===== src/pfa_pkg.sv =====
`timescale 1ns / 1ps
`default_nettype none

package pfa_pkg;

  localparam int NUM_PARTITIONS = 16;
  localparam int SIZE_BITS      = 16;

  localparam int SLOT_W = 4;
  localparam int AMT_W  = 16;
  localparam int IDX_W  = $clog2(NUM_PARTITIONS);
  localparam int CMP_W  = (SIZE_BITS > AMT_W) ? SIZE_BITS : AMT_W;

  localparam int REG_FIT_POLICY = 0;

  typedef enum logic [1:0] {
    POLICY_FIRST = 2'd0,
    POLICY_BEST  = 2'd1,
    POLICY_WORST = 2'd2
  } policy_e;

  typedef enum logic [0:0] {
    ACT_LOAD  = 1'b0,
    ACT_ALLOC = 1'b1
  } action_e;

  typedef enum logic [1:0] {
    CMD_LOAD,
    CMD_ALLOC,
    CMD_DROP
  } cmd_kind_e;

  typedef struct packed {
    logic              action;
    logic [SLOT_W-1:0] slot;
    logic [AMT_W-1:0]  amount_kb;
  } in_word_t;

  typedef struct packed {
    logic              granted;
    logic [SLOT_W-1:0] chosen_slot;
    logic [AMT_W-1:0]  left_kb;
  } out_word_t;

  typedef struct packed {
    cmd_kind_e        kind;
    logic [IDX_W-1:0] idx;
    logic [AMT_W-1:0] amount;
  } cmd_t;

endpackage

`default_nettype wire


===== src/pfa_front.sv =====
`timescale 1ns / 1ps
`default_nettype none

// Decodes input words into commands and queues them for the back end.
module pfa_front (
  input  wire logic              clk_i,
  input  wire logic              rst_ni,
  input  wire logic              in_valid_i,
  output logic                   in_stall_o,
  input  wire pfa_pkg::in_word_t in_word_i,
  output logic                   cmd_valid_o,
  input  wire logic              cmd_pop_i,
  output pfa_pkg::cmd_t          cmd_o
);

  pfa_pkg::cmd_t cmd_in;
  logic [31:0]   slot_ext;
  pfa_pkg::cmd_t fifo_q [2];
  logic          wr_ptr_q, wr_ptr_d;
  logic          rd_ptr_q, rd_ptr_d;
  logic [1:0]    count_q, count_d;
  logic          push, pop;

  always_comb begin
    slot_ext      = 32'(in_word_i.slot);
    cmd_in.idx    = slot_ext[pfa_pkg::IDX_W-1:0];
    cmd_in.amount = in_word_i.amount_kb;
    if (in_word_i.action == pfa_pkg::ACT_ALLOC) begin
      cmd_in.kind = pfa_pkg::CMD_ALLOC;
    end else if (slot_ext >= 32'(pfa_pkg::NUM_PARTITIONS)) begin
      cmd_in.kind = pfa_pkg::CMD_DROP;
    end else begin
      cmd_in.kind = pfa_pkg::CMD_LOAD;
    end
  end

  assign in_stall_o  = (count_q == 2'd2);
  assign cmd_valid_o = (count_q != 2'd0);
  assign cmd_o       = fifo_q[rd_ptr_q];
  assign push        = in_valid_i && !in_stall_o;
  assign pop         = cmd_pop_i && cmd_valid_o;

  always_comb begin
    wr_ptr_d = push ? ~wr_ptr_q : wr_ptr_q;
    rd_ptr_d = pop  ? ~rd_ptr_q : rd_ptr_q;
    count_d  = count_q + 2'(push) - 2'(pop);
  end

  always_ff @(posedge clk_i or negedge rst_ni) begin
    if (!rst_ni) begin
      wr_ptr_q <= 1'b0;
      rd_ptr_q <= 1'b0;
      count_q  <= 2'd0;
    end else begin
      wr_ptr_q <= wr_ptr_d;
      rd_ptr_q <= rd_ptr_d;
      count_q  <= count_d;
    end
  end

  always_ff @(posedge clk_i) begin
    if (push) begin
      fifo_q[wr_ptr_q] <= cmd_in;
    end
  end

endmodule

`default_nettype wire


===== src/pfa_back.sv =====
`timescale 1ns / 1ps
`default_nettype none

// Holds the free-size table, scans it one entry per cycle, writes back.
module pfa_back (
  input  wire logic               clk_i,
  input  wire logic               rst_ni,
  input  wire pfa_pkg::policy_e   policy_i,
  input  wire logic               cmd_valid_i,
  output logic                    cmd_pop_o,
  input  wire pfa_pkg::cmd_t      cmd_i,
  output logic                    out_valid_o,
  input  wire logic               out_stall_i,
  output pfa_pkg::out_word_t      out_word_o
);

  typedef enum logic [1:0] {
    ST_IDLE,
    ST_SCAN,
    ST_FIN
  } state_e;

  state_e                         state_q;
  pfa_pkg::cmd_t                  cmd_q;
  logic [pfa_pkg::IDX_W-1:0]      cnt_q;
  logic                           found_q;
  logic [pfa_pkg::IDX_W-1:0]      pick_q;
  logic [pfa_pkg::SIZE_BITS-1:0]  best_q;
  logic                           out_valid_q, out_valid_d;
  pfa_pkg::out_word_t             out_q;

  logic [pfa_pkg::SIZE_BITS-1:0]  table_q [pfa_pkg::NUM_PARTITIONS];

  logic [pfa_pkg::SIZE_BITS-1:0]  entry;
  logic [pfa_pkg::CMP_W-1:0]      entry_ext, amt_ext, left_w;
  logic [pfa_pkg::SIZE_BITS-1:0]  left;
  logic                           fits, take;
  logic                           out_free;
  logic                           fin_go;
  logic                           res_granted;
  logic [pfa_pkg::IDX_W-1:0]      res_idx;
  logic [pfa_pkg::SIZE_BITS-1:0]  res_left;
  logic [31:0]                    idx_ext, left_ext;
  pfa_pkg::out_word_t             res_word;

  assign entry     = table_q[cnt_q];
  assign entry_ext = pfa_pkg::CMP_W'(entry);
  assign amt_ext   = pfa_pkg::CMP_W'(cmd_q.amount);
  assign fits      = (entry_ext >= amt_ext);
  assign left_w    = entry_ext - amt_ext;
  assign left      = left_w[pfa_pkg::SIZE_BITS-1:0];

  always_comb begin
    unique case (policy_i)
      pfa_pkg::POLICY_BEST:  take = fits && (!found_q || (left < best_q));
      pfa_pkg::POLICY_WORST: take = fits && (!found_q || (left > best_q));
      default:               take = fits && !found_q;
    endcase
  end

  // Result of the command held in cmd_q.
  always_comb begin
    res_granted = 1'b0;
    res_idx     = '0;
    res_left    = '0;
    unique case (cmd_q.kind)
      pfa_pkg::CMD_LOAD: begin
        res_granted = 1'b1;
        res_idx     = cmd_q.idx;
        res_left    = amt_ext[pfa_pkg::SIZE_BITS-1:0];
      end
      pfa_pkg::CMD_ALLOC: begin
        res_granted = found_q;
        res_idx     = found_q ? pick_q : '0;
        res_left    = found_q ? best_q : '0;
      end
      default: begin
        res_granted = 1'b0;
      end
    endcase
    idx_ext              = 32'(res_idx);
    left_ext             = 32'(res_left);
    res_word.granted     = res_granted;
    res_word.chosen_slot = idx_ext[pfa_pkg::SLOT_W-1:0];
    res_word.left_kb     = left_ext[pfa_pkg::AMT_W-1:0];
  end

  assign out_free    = !out_valid_q || !out_stall_i;
  assign fin_go      = (state_q == ST_FIN) && out_free;
  assign cmd_pop_o   = (state_q == ST_IDLE) && cmd_valid_i;
  assign out_valid_o = out_valid_q;
  assign out_word_o  = out_q;

  always_comb begin
    out_valid_d = out_valid_q;
    if (out_valid_q && !out_stall_i) begin
      out_valid_d = 1'b0;
    end
    if (fin_go) begin
      out_valid_d = 1'b1;
    end
  end

  always_ff @(posedge clk_i or negedge rst_ni) begin
    if (!rst_ni) begin
      state_q     <= ST_IDLE;
      cmd_q       <= '0;
      cnt_q       <= '0;
      found_q     <= 1'b0;
      pick_q      <= '0;
      best_q      <= '0;
      out_valid_q <= 1'b0;
      out_q       <= '0;
    end else begin
      out_valid_q <= out_valid_d;
      unique case (state_q)
        ST_IDLE: begin
          if (cmd_valid_i) begin
            cmd_q   <= cmd_i;
            cnt_q   <= '0;
            found_q <= 1'b0;
            state_q <= (cmd_i.kind == pfa_pkg::CMD_ALLOC) ? ST_SCAN : ST_FIN;
          end
        end
        ST_SCAN: begin
          if (take) begin
            found_q <= 1'b1;
            pick_q  <= cnt_q;
            best_q  <= left;
          end
          if (cnt_q == pfa_pkg::IDX_W'(pfa_pkg::NUM_PARTITIONS - 1)) begin
            state_q <= ST_FIN;
          end else begin
            cnt_q <= cnt_q + 1'b1;
          end
        end
        ST_FIN: begin
          if (out_free) begin
            out_q   <= res_word;
            state_q <= ST_IDLE;
          end
        end
        default: state_q <= ST_IDLE;
      endcase
    end
  end

  always_ff @(posedge clk_i or negedge rst_ni) begin
    if (!rst_ni) begin
      for (int i = 0; i < pfa_pkg::NUM_PARTITIONS; i++) begin
        table_q[i] <= '0;
      end
    end else if (fin_go && res_granted) begin
      table_q[res_idx] <= res_left;
    end
  end

endmodule

`default_nettype wire


===== src/partition_fit_allocator.sv =====
`timescale 1ns / 1ps
`default_nettype none

// Fixed-partition allocator: first / best / worst fit over a free-size table.
// Path: a load word passes the front queue, cmd_q and the output register;
//   an allocate word also passes the scan over all NUM_PARTITIONS entries.
// Rate: the back end takes a new command only when idle, after the last one's
//   result is registered; the scan engine compares one table entry per cycle.
// Reset (async, active low): table all zero, policy first fit, queue empty.
module partition_fit_allocator (
  input  wire logic               clk_i,
  input  wire logic               rst_ni,
  // input channel
  input  wire logic               in_valid_i,
  output logic                    in_stall_o,
  input  wire pfa_pkg::in_word_t  in_word_i,
  // output channel
  output logic                    out_valid_o,
  input  wire logic               out_stall_i,
  output pfa_pkg::out_word_t      out_word_o,
  // APB-style register port
  input  wire logic               psel,
  input  wire logic               penable,
  input  wire logic               pwrite,
  input  wire logic [2:0]         paddr,
  input  wire logic [31:0]        pwdata,
  output logic [31:0]             prdata,
  output logic                    pready
);

  // Register index is paddr[2]; fit_policy sits at byte address 0.
  logic [1:0]        policy_q;
  logic              reg_hit;
  logic              cmd_valid;
  logic              cmd_pop;
  pfa_pkg::cmd_t     cmd;
  pfa_pkg::policy_e  policy;

  assign pready  = 1'b1;
  assign reg_hit = (32'(paddr[2]) == 32'(pfa_pkg::REG_FIT_POLICY));
  assign prdata  = reg_hit ? 32'(policy_q) : 32'd0;

  always_ff @(posedge clk_i or negedge rst_ni) begin
    if (!rst_ni) begin
      policy_q <= pfa_pkg::POLICY_FIRST;
    end else if (psel && penable && pwrite && pready && reg_hit) begin
      policy_q <= pwdata[1:0];
    end
  end

  // Unused code 3 falls through to first fit inside the scan engine.
  assign policy = pfa_pkg::policy_e'(policy_q);

  // Front: decode and queue words so the input side can run ahead.
  pfa_front u_front (
    .clk_i       (clk_i),
    .rst_ni      (rst_ni),
    .in_valid_i  (in_valid_i),
    .in_stall_o  (in_stall_o),
    .in_word_i   (in_word_i),
    .cmd_valid_o (cmd_valid),
    .cmd_pop_i   (cmd_pop),
    .cmd_o       (cmd)
  );

  // Back: table, scan, write-back and output register.
  pfa_back u_back (
    .clk_i       (clk_i),
    .rst_ni      (rst_ni),
    .policy_i    (policy),
    .cmd_valid_i (cmd_valid),
    .cmd_pop_o   (cmd_pop),
    .cmd_i       (cmd),
    .out_valid_o (out_valid_o),
    .out_stall_i (out_stall_i),
    .out_word_o  (out_word_o)
  );

endmodule

`default_nettype wire

===== config.mk =====
export PLATFORM = sky130hd
export DESIGN_NAME = partition_fit_allocator
export DESIGN_NICKNAME = d
export VERILOG_FILES = /design/src/pfa_pkg.sv /design/src/pfa_front.sv /design/src/pfa_back.sv /design/src/partition_fit_allocator.sv
export SDC_FILE = /design/constraint.sdc
export NUM_CORES = 1
export LEC_CHECK = 0
export BUFFER_PORTS_ARGS = -buffer_cell sky130_fd_sc_hd__buf_4
export CAP_MARGIN = 20
export CORE_AREA = 8 8 206 228
export DETAILED_ROUTE_END_ITERATION = 6
export DIE_AREA = 0 0 214 236
export HOLD_SLACK_MARGIN = 0.15
export PLACE_DENSITY = 0.55
export SLEW_MARGIN = 20
export SYNTH_ARGS = -nofsm -noshare
export SYNTH_HDL_FRONTEND = slang
export SYNTH_SLANG_ARGS = --single-unit

===== constraint.sdc =====
create_clock -name clk_i -period 7.21 [get_ports clk_i]
set_input_delay 0.3605 -clock clk_i [delete_from_list [all_inputs] [get_ports clk_i]]
set_output_delay 0.3605 -clock clk_i [all_outputs]
set_load 0.005 [all_outputs]

Yosys cells after proc, flatten, opt, wreduce, memory -nomap -nowiden
Memory sizes are Yosys's and may differ from the RTL's.
Index checks and enable logic that the tools add are counted.
{"block": "word_totals", "ff_bits": 333, "mem_bits_rw": 42, "input_bits": 63, "output_inout_bits": 56, "word_cells": 121, "n_memories": 1}
{"block": "op_classes", "addsub": 4, "magnitude_cmp": 6, "eq_ne": 13, "mux": 29, "bitwise": 5, "reduce_logical": 31}
{"memory": "u_front.fifo_q", "words": 2, "word_bits": 21, "read_ports": 1, "rd_clocked_by_memory_dff": 0, "wr": 1, "line": "pfa_front.sv:18", "rtl": "pfa_pkg::cmd_t fifo_q [2];"}
{"operator": "$bwmux W256", "count": 1}
{"operator": "$bmux W16 S4", "count": 1}
{"operator": "$demux W16 S4", "count": 1}
{"operator": "$mux W16", "count": 4}
{"operator": "$pmux W16 S2", "count": 1}
{"operator": "$ge A16 B16 Y1", "count": 1}
{"operator": "$gt A16 B16 Y1", "count": 1}
{"operator": "$lt A16 B16 Y1", "count": 1}
{"operator": "$pmux W4 S2", "count": 2}
{"operator": "$sub A16 B16 Y16", "count": 1}
{"operator": "$logic_and A1 B1 Y1", "count": 13}
{"operator": "$mux W4", "count": 3}
{"operator": "$ge A5 B5 Y1 const B", "count": 2}
{"operator": "$mux W2", "count": 5}
{"operator": "$not A4 Y5", "count": 2}
{"operator": "$reduce_and A3 Y1", "count": 3}
{"operator": "$eq A2 B1 Y1 const B", "count": 4}
{"operator": "$ne A2 B1 Y1 const B", "count": 4}
{"operator": "$mux W1", "count": 7}
{"operator": "$eq A2 B2 Y1 const B", "count": 3}
{"operator": "$pmux W1 S2", "count": 3}
{"operator": "$pmux W2 S3", "count": 1}
{"operator": "$reduce_and A2 Y1", "count": 3}
{"operator": "$reduce_bool A2 Y1", "count": 3}
{"operator": "10 further kinds", "count": 18}

Longest topological paths before layout
{"block": "depth", "word_depth": 11, "depth_mapped": 23, "depth_no_buf": 20}

By module
From an unflattened synthesis, not the netlist that was laid out.
{"block": "hier_totals", "cells_unflattened": 1532, "hier_area_um2": 17360.4}
{"module": "pfa_back", "instances": 1, "cells_each": 1407, "area_each_um2": 15269.6, "seq_area_each_um2": 8182.8}
{"module": "pfa_front", "instances": 1, "cells_each": 85, "area_each_um2": 1729.2, "seq_area_each_um2": 1361.3}
{"module": "partition_fit_allocator", "instances": 1, "cells_each": 40, "area_each_um2": 361.6, "seq_area_each_um2": 50.0}

Worst setup path before layout
No wires, ideal clock.
{"block": "synth_timing", "path_kind": "register to register", "from": "register u_back.cnt_q[0] (netlist bit)", "to": "register u_back.best_q[10] (netlist bit)", "setup_time_ns": 0.125, "arrival_time_ns": 5.531, "t_required_ns": 7.085, "slack_ns": 1.554, "stages_incl_launch_ff": 22, "path_buffers": 4, "period_less_slack_ns": 5.656, "cell_sequence": "dfrtp_1 > clkbuf_1 > buf_2 > buf_2 > mux4_2 > mux4_2 > fa_1 > a21o_1 > a221o_1 > a31oi_2 > a21oi_1 > a211oi_1 > xnor2_1 > ha_1 > a21oi_1 > nand2_1 > a21oi_1 > nor4b_1 > mux2_2 > nand4_4 > buf_12 > mux2_4"}
{"block": "synth_via", "elab_chain_len": 10, "elab_cells_between_ends": 15, "classes_between": "add/sub: 1; order compare: 3; mux: 4; bitwise: 1; reduce/logical: 6"}
{"item": "start, declared", "line": "pfa_back.sv:25", "rtl": "logic [pfa_pkg::IDX_W-1:0] cnt_q;"}
{"item": "start signal, assigned", "line": "pfa_back.sv:134", "rtl": "cnt_q <= cnt_q + 1'b1;"}
{"item": "$not A4 Y5 (implied by the code) *", "line": "pfa_back.sv:46", "rtl": "assign entry = table_q[cnt_q];"}
{"item": "$bmux W16 S4 *", "line": "pfa_back.sv:46"}
{"item": "$mux W16 (implied by the code) * (2 in a row)", "line": "pfa_back.sv:46"}
{"item": "$sub A16 B16 Y16 *", "line": "pfa_back.sv:50", "rtl": "assign left_w = entry_ext - amt_ext;"}
{"item": "via u_back.left (one bit)", "line": "pfa_back.sv:36", "rtl": "logic [pfa_pkg::SIZE_BITS-1:0] left;"}
{"item": "$gt A16 B16 Y1 / $lt A16 B16 Y1 (equally long branches)", "line": "pfa_back.sv:56, pfa_back.sv:55"}
{"item": "$logic_or A1 B1 Y1, on equally long branches", "line": "pfa_back.sv:56, pfa_back.sv:55"}
{"item": "$logic_and A1 B1 Y1, on equally long branches", "line": "pfa_back.sv:56, pfa_back.sv:55"}
{"item": "$pmux W1 S2 *", "line": "pfa_back.sv:54", "rtl": "unique case (policy_i)"}
{"item": "$reduce_and A2 Y1 (no source line) *"}
{"item": "end signal, assigned", "line": "pfa_back.sv:129", "rtl": "best_q <= left;"}
{"item": "end, declared", "line": "pfa_back.sv:28", "rtl": "logic [pfa_pkg::SIZE_BITS-1:0] best_q;"}
Mark *: on every way through the listed nets, which the timed path passes. The rest lies on a longest branch. The select of a mux whose other input is x is not followed.
A chain may end at the register's enable or synchronous reset.

Worst setup path in the final report
{"block": "layout_timing", "from": "register u_back.cnt_q[0] (netlist bit)", "to": "register u_back.pick_q[3] (netlist bit)"}
{"block": "layout_via", "elab_chain_len": 10, "elab_cells_between_ends": 15, "classes_between": "add/sub: 1; order compare: 3; mux: 4; bitwise: 1; reduce/logical: 6"}
{"item": "$not A4 Y5 (implied by the code) *", "line": "pfa_back.sv:46"}
{"item": "$bmux W16 S4 *", "line": "pfa_back.sv:46"}
{"item": "$mux W16 (implied by the code) * (2 in a row)", "line": "pfa_back.sv:46"}
{"item": "$sub A16 B16 Y16 *", "line": "pfa_back.sv:50"}
{"item": "via u_back.left (one bit)", "line": "pfa_back.sv:36"}
{"item": "$gt A16 B16 Y1 / $lt A16 B16 Y1 (equally long branches)", "line": "pfa_back.sv:56, pfa_back.sv:55"}
{"item": "$logic_or A1 B1 Y1, on equally long branches", "line": "pfa_back.sv:56, pfa_back.sv:55"}
{"item": "$logic_and A1 B1 Y1, on equally long branches", "line": "pfa_back.sv:56, pfa_back.sv:55"}
{"item": "$pmux W1 S2 *", "line": "pfa_back.sv:54"}
{"item": "$reduce_and A2 Y1 (no source line) *"}
{"item": "end signal, assigned", "line": "pfa_back.sv:128", "rtl": "pick_q <= cnt_q;"}
{"item": "end, declared", "line": "pfa_back.sv:27", "rtl": "logic [pfa_pkg::IDX_W-1:0] pick_q;"}
Marked as above.

==> out/results.txt <==
Status - completed
Placer Congestion - 0.818
Residual DRC - 0
Worst relative slew slack - 0.438
Post-CTS resize count - 0
Most frequent cells in the layout - dfrtp_1, a21oi_1, nor2_1
Power density over the cells - 528 nW/µm²
Antenna Nets Post-Route - 0
Synth top area cells - dfrtp_1, mux4_2, a21oi_1, edfxtp_1, nor2_1
Maximum vdd drop - 0.290 mV
YS warnings - 0
1st-pass router iterations - 6
First DRT Iteration DRCs - 744
FF-to-FF End - u_back.pick_q[3]$_DFFE_PN0P_
All-Layer GR Usage - 0.167
Cts bufs inserted - 40
Mean Syn Cell Area - 11.3 µm²
Die area - 50,500 µm²
Largest net degree at the start of global routing - 144
Max-cap check violation count - 0
Post-synth top area cell - dfrtp_1
Worst-case clock buffer depth - 3
Pins Over Slew Limit - 0
Slew @ Worst Pin - 843 ps
Mapped Cells - 1,513
CTS tree - built
Vias - 11,300
Worst-path clk slew - 60 ps
Clock Skew - 14.5 ps
Ys flop type - dfrtp_1
Total Power - 10.4 mW
Routed wire length per instance - 19.5 µm
Non-Filler Instances - 2,176
Wire length of the first global-routing pass - 67,100 µm
Post-Layout Inst Area - 19,600 µm²
R2R Setup Slk - 950 ps
Clk sink count - 374
Htree depth - 2
Clk Latency, worst-skew pair - 540 ps
Setup WS pre-CTS - 920 ps
P_leak - 8.71 nW
Port buffer count - 55
CP Class - reg2reg
Period utilisation layout - 0.869
Endpoints failing hold - 0
Fill cells - 3,943
Area Overhead vs Synth - 15.1%
Final worst slack - 947 ps
Total gr overflow - 0
Worst min path class - in2reg
# rows - 80
HPWL after DPL - 26,400 µm
CP Data Required Time - 7630 ps
Register area share after synthesis - 0.562
Number of diodes - 0
CP endpoint kind - flop
Detailed Route WL - 42,500 µm
Most common cell after layout, fill and taps aside - dfrtp_1
RSZ-0062 raised after global routing - false
Reg-to-reg startpoint - u_back.cnt_q[0]$_DFFE_PN0P_
Hold depth - 3
Placed instance area - 18,000 µm²
Core area - 42,900 µm²
R2R cell count - 17
Antenna violations before repair - 0
Fmax - 0.160 GHz
Final setup TNS - 0 ps
Clk root buf - clkbuf_16
Layout cells sized above 1 - 0.176
Register bit total from synthesis - 374
Min Tclk post-route - 6260 ps
Vias per cell - 5.17
EDFF count, synth - 42
Yosys top cell area share - 0.488
Post-Syn Area - 17,000 µm²
CP max FO - 23
Number of global-route vias before repair - 11,500
Arrival time of the worst setup path - 6680 ps
Worst Hold Endpoint - policy[1]$_DFFE_PN0P_
Initial Utilization - 0.397
Nets@finish - 1,674
Final setup viols - 0
Critical hold path startpoint - penable
Die Y - 236 µm
Width of the die - 214 µm
Post-synth ARST share - 0.888
Worst setup SP type - flop
Cell total after placement - 2,078
Count of cell types in the netlist - 48
I/O pin count - 119
[layer usage]
layer,vias to the layer above,wire (µm),GRT usage,part of all wire
li1,5341,-,-,-
met1,5589,18500,0.217,0.43
met2,255,20700,0.282,0.49
met3,65,2160,0.0298,0.051
met4,0,1160,0.0527,0.027
met5,-,0,0,0
[report_power, final]
part           total [mW]  switching, mW  internal, mW  leakage (nW)
registers            3.50          0.502          3.00          4.69
clock network        2.05          0.842          1.21         0.625
logic                4.79           2.61          2.18          3.39
total                10.4           3.95          6.40          8.71
[synth_stat cells (all sizes together) (13+ instances only)]
library cell / number
ha: 37
dfrtp: 332
xnor2: 13
clkbuf: 94
o21ai: 57
inv: 45
buf: 40
a21oi: 279
mux2i: 22
nor2: 284
mux4: 80
nand2: 67
edfxtp: 42
nand3: 14
mux2: 22
[state kept, by name, summed over array words and instances, names as in the netlist]
name / count
u_back.cmd_q: 5
u_back.amt_ext: 16
u_front.count_q: 2
u_back.cnt_q: 4
u_back.out_word_o: 21
u_front.wr_ptr_q: 1
u_back.pick_q: 4
u_back.found_q: 1
u_back.best_q: 16
u_front.rd_ptr_q: 1
policy: 2
u_back.out_valid_o: 1
u_front.fifo_q: 42
u_back.table_q: 256
u_back.state_q: 2
[metrics by stage]
step	hold WS (ps)	util
6_report	231	0.456
5_1_grt	235	0.456
4_1_cts	211	0.456
3_5_place_dp	350	0.420
3_3_place_gp	349	0.420
2_1_floorplan	64.9	-
[critical path, stage by stage, from the launching register on]
cell       delay (ps)
dfrtp_4           720
buf_12            300
mux4_2            540
mux4_2            550
ha_1              370
and3_1            190
a221o_1           410
a31oi_2           200
a21oi_1           110
a211oi_1          270
xnor2_1           130
ha_1              330
nand4_1           200
a2111oi_0         410
nor4b_1           110
mux2_2            270
nand4_4           490
mux2_4            490
[final cells by class]
type / count / area [µm²] / area share
well taps: 574 / 718 / 0.0366
flip-flops and latches: 374 / 9570 / 0.488
repair buffers: 123 / 1050 / 0.0537
multi-input cells: 989 / 6800 / 0.347
clock buffers: 54 / 1090 / 0.0558
clock inverters: 17 / 195 / 0.00996
inverters: 45 / 169 / 0.00862
[cell families (layout without fill, tap and decap cells)]
group	after synthesis	after routing	share of synthesized area
simple gates	397	397	0.0943
compound gates	379	379	0.119
flops	374	374	0.562
buf+inv	179	239	0.0484
mux	124	124	0.137
fa+ha+maj	38	38	0.0284
xor+xnor	20	20	0.0103
other cells	2	31	0.000441
[timing repair]
action,CTS,global route
setup buffers,0,0
hold buffers,26,0
endpoints found under the hold margin,112,0
[how the worst max path moves through the flow]
stage | from | end | slack [ps]
2_1_floorplan | u_back.cnt_q[0]$_DFFE_PN0P_ | u_back.best_q[10]$_DFFE_PN0P_ | 1550
3_3_place_gp | u_back.cnt_q[0]$_DFFE_PN0P_ | u_back.best_q[10]$_DFFE_PN0P_ | 1030
3_5_place_dp | u_back.cnt_q[0]$_DFFE_PN0P_ | u_back.best_q[1]$_DFFE_PN0P_ | 920
4_1_cts | u_back.cnt_q[0]$_DFFE_PN0P_ | u_back.best_q[11]$_DFFE_PN0P_ | 890
5_1_grt | u_back.cnt_q[0]$_DFFE_PN0P_ | u_back.best_q[11]$_DFFE_PN0P_ | 510
6_report | u_back.cnt_q[0]$_DFFE_PN0P_ | u_back.pick_q[3]$_DFFE_PN0P_ | 950
Power figures use the tool's default switching activity.
